### config.mk
export PLATFORM = sky130hd
export DESIGN_NAME = lcgsa_mac
export DESIGN_NICKNAME = d
export VERILOG_FILES = /design/src/design/lcgsa_pkg.sv /design/src/design/lcgsa_mac.sv
export SDC_FILE = /design/constraint.sdc
export NUM_CORES = 2
export LEC_CHECK = 0
export ABC_CLOCK_PERIOD_IN_PS = 11090
export BUFFER_PORTS_ARGS = -buffer_cell sky130_fd_sc_hd__buf_2
export CORE_MARGIN = 2
export CORE_UTILIZATION = 43
export DETAILED_ROUTE_END_ITERATION = 10
export PLACE_DENSITY_LB_ADDON = 0.1
export SYNTH_ARGS = -nofsm -noshare
export SYNTH_HDL_FRONTEND = slang
export SYNTH_SLANG_ARGS = --single-unit
### constraint.sdc
create_clock -name clock -period 11.09 [get_ports clock]
set_input_delay 1.6635 -clock clock [delete_from_list [all_inputs] [get_ports clock]]
set_output_delay 1.6635 -clock clock [all_outputs]
set_load 0.01 [all_outputs]
### src/design/lcgsa_pkg.sv
// Shared constants and types for the multi-stream LCG with skip-ahead.
package lcgsa_pkg;

   localparam int SEED_W = 63;
   localparam int CFG_W = 64;
   localparam int OPC_W = 3;
   localparam int SIDX_W = 3;
   localparam int CSR_IDX_W = 1;
   localparam int NUM_STREAMS_DEFAULT = 5;

   localparam logic [SEED_W-1:0] LCG_MULT = 63'd2806196910506780709;
   localparam logic [SEED_W-1:0] LCG_INC = 63'd1;
   localparam logic [CFG_W-1:0] BASE_SEED_RESET = 64'd1;
   localparam logic [SEED_W-1:0] STRIDE_RESET = 63'd152917;

   localparam logic [OPC_W-1:0] OP_NEXT = 3'd0;
   localparam logic [OPC_W-1:0] OP_PEEK = 3'd1;
   localparam logic [OPC_W-1:0] OP_ADVANCE = 3'd2;
   localparam logic [OPC_W-1:0] OP_SEED = 3'd3;
   localparam logic [OPC_W-1:0] OP_RELOAD = 3'd4;

   localparam logic [CSR_IDX_W-1:0] CSR_BASE_SEED = 1'd0;
   localparam logic [CSR_IDX_W-1:0] CSR_STRIDE = 1'd1;

   typedef struct packed {
      logic start;
      logic [SEED_W-1:0] mult_a;
      logic [SEED_W-1:0] mult_b;
      logic [SEED_W-1:0] addend;
   } mac_req_type;

   typedef struct packed {
      logic done;
      logic [SEED_W-1:0] result;
   } mac_rsp_type;

endpackage

### src/design/lcgsa_mac.sv
// Shared multiply-add unit: a * b + addend modulo 2^63 over one 32x32 multiplier.
module lcgsa_mac (
   input  logic                  clock,
   input  logic                  reset,
   input  lcgsa_pkg::mac_req_type req,
   output lcgsa_pkg::mac_rsp_type rsp
);

   typedef enum logic [3:0] {
      PH_LOW_LOW  = 4'b0001,
      PH_LOW_HIGH = 4'b0010,
      PH_HIGH_LOW = 4'b0100,
      PH_LAST     = 4'b1000
   } phase_type;

   logic                         busy_ff, busy_in;
   phase_type                    phase_ff, phase_in;
   logic                         done_ff, done_in;
   logic [lcgsa_pkg::SEED_W-1:0] a_ff, a_in;
   logic [lcgsa_pkg::SEED_W-1:0] b_ff, b_in;
   logic [lcgsa_pkg::SEED_W-1:0] add_ff, add_in;
   logic [lcgsa_pkg::SEED_W-1:0] acc_ff, acc_in;
   logic [63:0]                  prod_ff, prod_in;
   logic [31:0]                  op_a, op_b;
   logic [63:0]                  mul_out;

   always_comb begin
      op_a = (phase_ff == PH_HIGH_LOW) ? {1'b0, a_ff[62:32]} : a_ff[31:0];
      op_b = (phase_ff == PH_LOW_HIGH) ? {1'b0, b_ff[62:32]} : b_ff[31:0];
      mul_out = 64'(op_a) * 64'(op_b);
   end

   always_comb begin
      busy_in = busy_ff;
      phase_in = phase_ff;
      done_in = 1'b0;
      a_in = a_ff;
      b_in = b_ff;
      add_in = add_ff;
      acc_in = acc_ff;
      prod_in = prod_ff;
      if (req.start) begin
         busy_in = 1'b1;
         phase_in = PH_LOW_LOW;
         a_in = req.mult_a;
         b_in = req.mult_b;
         add_in = req.addend;
      end else if (busy_ff) begin
         case (phase_ff)
            PH_LOW_LOW: begin
               prod_in = mul_out;
               phase_in = PH_LOW_HIGH;
            end
            PH_LOW_HIGH: begin
               acc_in = prod_ff[62:0] + add_ff;
               prod_in = mul_out;
               phase_in = PH_HIGH_LOW;
            end
            PH_HIGH_LOW: begin
               acc_in = acc_ff + {prod_ff[30:0], 32'b0};
               prod_in = mul_out;
               phase_in = PH_LAST;
            end
            default: begin
               acc_in = acc_ff + {prod_ff[30:0], 32'b0};
               busy_in = 1'b0;
               done_in = 1'b1;
            end
         endcase
      end
   end

   always_ff @(posedge clock) begin
      if (reset) begin
         busy_ff <= 1'b0;
         phase_ff <= PH_LOW_LOW;
         done_ff <= 1'b0;
      end else begin
         busy_ff <= busy_in;
         phase_ff <= phase_in;
         done_ff <= done_in;
      end
      a_ff <= a_in;
      b_ff <= b_in;
      add_ff <= add_in;
      acc_ff <= acc_in;
      prod_ff <= prod_in;
   end

   assign rsp.done = done_ff;
   assign rsp.result = acc_ff;

endmodule
Yosys cells after proc, flatten, opt, wreduce, memory -nomap -nowiden
Index checks and enable logic that the tools add are counted.

storage, ports and cells
  output and inout port bits = 64
  logic and storage cells = 32
  register bits after elaboration = 321

operators by class
  reductions and logical operators = 7
  add/subtract/negate cells = 2
  mux-type cells = 8
  bitwise operators = 3
  multiply operators = 1
  equal/unequal tests = 3

operator list
  cell                  number
  $add A63 B63 Y63      2
  $pmux W63 S2          1
  $mux W32              2
  $mul A32 B32 Y63      1
  $pmux W4 S3           1
  $reduce_and A3 Y1     2
  $reduce_or A3 Y1      2
  $eq A4 B1 Y1 const B  1
  $eq A4 B2 Y1 const B  1
  $eq A4 B3 Y1 const B  1
  $mux W1               4
  $not A1 Y1            3
  $reduce_bool A3 Y1    1
  $reduce_and A2 Y1     1
  $reduce_or A2 Y1      1

Depth between registers and ports, before layout
  word-level depth = 5
  mapped depth = 36
  mapped depth without buffers = 32

Worst setup path before layout
No wires, ideal clock.

  kind = register to register
  from = register phase_ff[1]
  to = register prod_ff[62], data pin
  buffers on the path = 4
  data arrival time = 8.832 ns
  clock period less this slack = 9.092 ns
  slack = 1.998 ns
  cell stages (with the launch flop) = 32
  cell sequence = dfxtp_1 inv_1 nor4_1 clkbuf_1 clkbuf_1 mux2i_1 clkbuf_1 nor2_1 fa_1 fa_1 inv_1 fa_1 inv_1 fa_1 inv_1 fa_1 fa_1 fa_1 fa_1 inv_1 ha_1 clkbuf_1 a21o_1 a21o_1 or4_1 a311oi_2 o21ai_2 o211ai_2 a211oi_1 a221o_1 a21oi_1 xnor2_1

on the way
  word-level cells in the longest chain between the ends = 3
  elaborated cells on any way between the ends = 5
  those cells by class = 1 x mul; 2 x eq/ne; 2 x mux

RTL lines
  what                                          RTL line                          text
  start: declaration                            lcgsa_mac.sv:17                   phase_type phase_ff, phase_in;
  start signal: assignment                      lcgsa_mac.sv:80                   phase_ff <= phase_in;
  $eq A4 B3 Y1 or $eq A4 B2 Y1 (tied branches)  lcgsa_mac.sv:28, lcgsa_mac.sv:29
  $mux W32 (on tied branches)                   lcgsa_mac.sv:28, lcgsa_mac.sv:29
  $mul A32 B32 Y63 *                            lcgsa_mac.sv:30                   mul_out = 64'(op_a) * 64'(op_b);
  net mul_out[62]                               lcgsa_mac.sv:25                   logic [63:0] mul_out;
  end signal: assignment                        lcgsa_mac.sv:87                   prod_ff <= prod_in;
  end: declaration                              lcgsa_mac.sv:23                   logic [63:0] prod_ff, prod_in;

Mark *: on every way through the listed nets, which the timed path passes. The rest lies on a longest branch.
A chain may end at the register's enable or synchronous reset.

Worst setup path in the final report
  from = register phase_ff[1]
  to = register prod_ff[59], data pin

Same word-level chain as after synthesis.

==> qor.yml <==
worst_ep_arrival_time_ps: 10200
critical_path_peak_fanout: 49
cts_hold_buf: 0
synth_warnings: 0
drc: 0
netlist_instances: 4990
clock_latency_ps: 600
drv_cap: 0
grt_max_degree: 71
fmax_ghz: 0.1011
syn_area_per_cell_sq_um: 9.636
max_stage_delay_ps: 760
start_util: 0.4339
rsz0062_at_grt: "false"
drv_slew: 0
htreeDepth: 2
cp_common_cell: "fa_1"
coreArea_sq_um: 110800
layout.nets: 6634
track_usage: 0.2991
setup_tns_ps: 0
num_vias: 36713
dr.pass1.iters: 5
cts_sinks: 321
tightest_slew_ps: 1279
synth_area_sq_um: 48080
drt_iter0_markers: 3059
crit_required_ps: 11400
dp_hpwl_um: 138200
dieHeight_um: 338.4
maxSlewHeadroom: 0.1455
setup_viol: 0
clk_pin_slew_ps: 60
pre_cts_slack_ps: 1300
setup_slack_ps: 1204
io_pins: 256
mostFrequentLayoutCells: "906 x inv_1, 897 x fa_1, 671 x nor2_1"
syn-num-nets: 6428
fin_worst_skew_ps: 46.02
portBuffers: 255
antenna_found_initial: 3
period_minus_slack_ps: 9886
final_common_cell: "inv_1"
cts-root-buf: "clkbuf_16"
synth-seq-cells: 321
area_growth_syn_to_layout_pct: 10.11
critPathKind: "reg -> reg"
synth_ff_type: "edfxtp_1"
cts_tree: "yes"
status: "finished clean"
synthArstFlopShare: 0
post_drt_wl_per_cell_um: 25.32
die_w_um: 338.4
gp_congestion: 0.9940
hold_class: "reg -> reg"
finalCritPeriodShare: 0.8915
final_antenna_net_count: 0
grt_pass1_wl_um: 251000
drive_gt1_frac: 0.1034
synth-edff-count: 315
grt_overflow: 0
hold_viol_final: 0
synth-seq-area-share: 0.1992
start_kind: "flip-flop"
die_area_sq_um: 114500
worstSetupEndpointType: "flip-flop"
slowest_stage: "mux2i_2"
totalWireLength_um: 170000
cts_resized: 0
cts-buffers-inserted: 37
clockBufferDepth: 3
fp-row-count: 122
cts_setup_buffers: 0
grt_pass1_vias: 38183
yosysUniqueCellTypes: 72
viasPerCell: 5.467
through the flow:
stage          hold slack [ps]    util  area, sq um  cells
2_1_floorplan            517.1       -        48080   4990
3_3_place_gp             569.6  0.4664        51690   6645
3_5_place_dp             576.4  0.4664        51690   6645
4_1_cts                  583.9  0.4777        52940   6711
5_1_grt                  607.0  0.4777        52940   6711
6_report                 583.7  0.4778        52950   6715
final timing paths:
check	start	to	slack, ps	cells after the start
max	phase_ff[1]	prod_ff[59]	1200	29
min	busy_ff	done_ff	580	1
max reg2reg	phase_ff[1]	prod_ff[59]	1200	29
min reg2reg	busy_ff	done_ff	580	1
metal layers:
metal  global-route usage  vias to the layer above  routed length, um
met5                    0                        -                  0
met4               0.1377                        0               9726
met3              0.04577                      365              12980
met2               0.4676                     1599              76510
met1               0.4110                    18753              70810
li1                     -                    15996                  -
cells in the mapped netlist, types with 18 or more instances:
| master | count | share of area |
|---|---|---|
| nor3_1 | 22 | 0.0023 |
| nand4_1 | 29 | 0.0038 |
| mux2i_1 | 65 | 0.014 |
| fa_1 | 897 | 0.37 |
| xor2_1 | 55 | 0.010 |
| mux2_2 | 31 | 0.0073 |
| nand3_1 | 45 | 0.0047 |
| and3_1 | 18 | 0.0023 |
| nor2_1 | 673 | 0.053 |
| nand2_1 | 664 | 0.052 |
| o21bai_1 | 29 | 0.0045 |
| o21ai_0 | 77 | 0.0080 |
| a21o_1 | 112 | 0.017 |
| edfxtp_1 | 315 | 0.20 |
| a21oi_1 | 159 | 0.017 |
| xnor2_1 | 97 | 0.018 |
| clkbuf_1 | 195 | 0.015 |
| a31oi_1 | 18 | 0.0023 |
| inv_1 | 906 | 0.071 |
| ha_1 | 349 | 0.091 |
worst max-delay path: cells and delay by family, from the launching register on:
family                   cells  cell delay, ps
AO/OA/AOI/OAI                5            1210
XOR/XNOR                     1             140
adder cells (fa/ha/maj)      9            4550
buffers and inverters        7            1230
flip-flops                   1             420
multiplexers                 1             760
AND/OR/NAND/NOR              6            1300
cells by family after synthesis:
| family | count (synthesis) | share of synthesized area |
|---|---|---|
| buffers and inverters | 1124 | 0.08800 |
| AO/OA/AOI/OAI | 524 | 0.07200 |
| AND/OR/NAND/NOR | 1526 | 0.1278 |
| flip-flops | 321 | 0.1992 |
| multiplexers | 97 | 0.02103 |
| XOR/XNOR | 152 | 0.02769 |
| adder cells (fa/ha/maj) | 1246 | 0.4643 |
layout make-up:
cell class              instances  area [sq um]
repair buffers                385          2298
flip-flops and latches        321          9579
multi-input cells            3545         34550
clock inverters                24         305.3
inverters                     906          3401
fillers                     10739         57880
clock buffers                  42         944.7
well taps                    1488          1862
diodes                          4         10.01
registers in the layout (all words and copies together), names as in the netlist:
| name | flops |
|---|---|
| busy_ff | 1 |
| b_ff | 63 |
| acc_ff | 63 |
| a_ff | 63 |
| prod_ff | 63 |
| done_ff | 1 |
| add_ff | 63 |
| phase_ff | 4 |
Power is not shown: default switching activity piles up to over one toggle a cycle in this logic, so the estimate is an artifact.
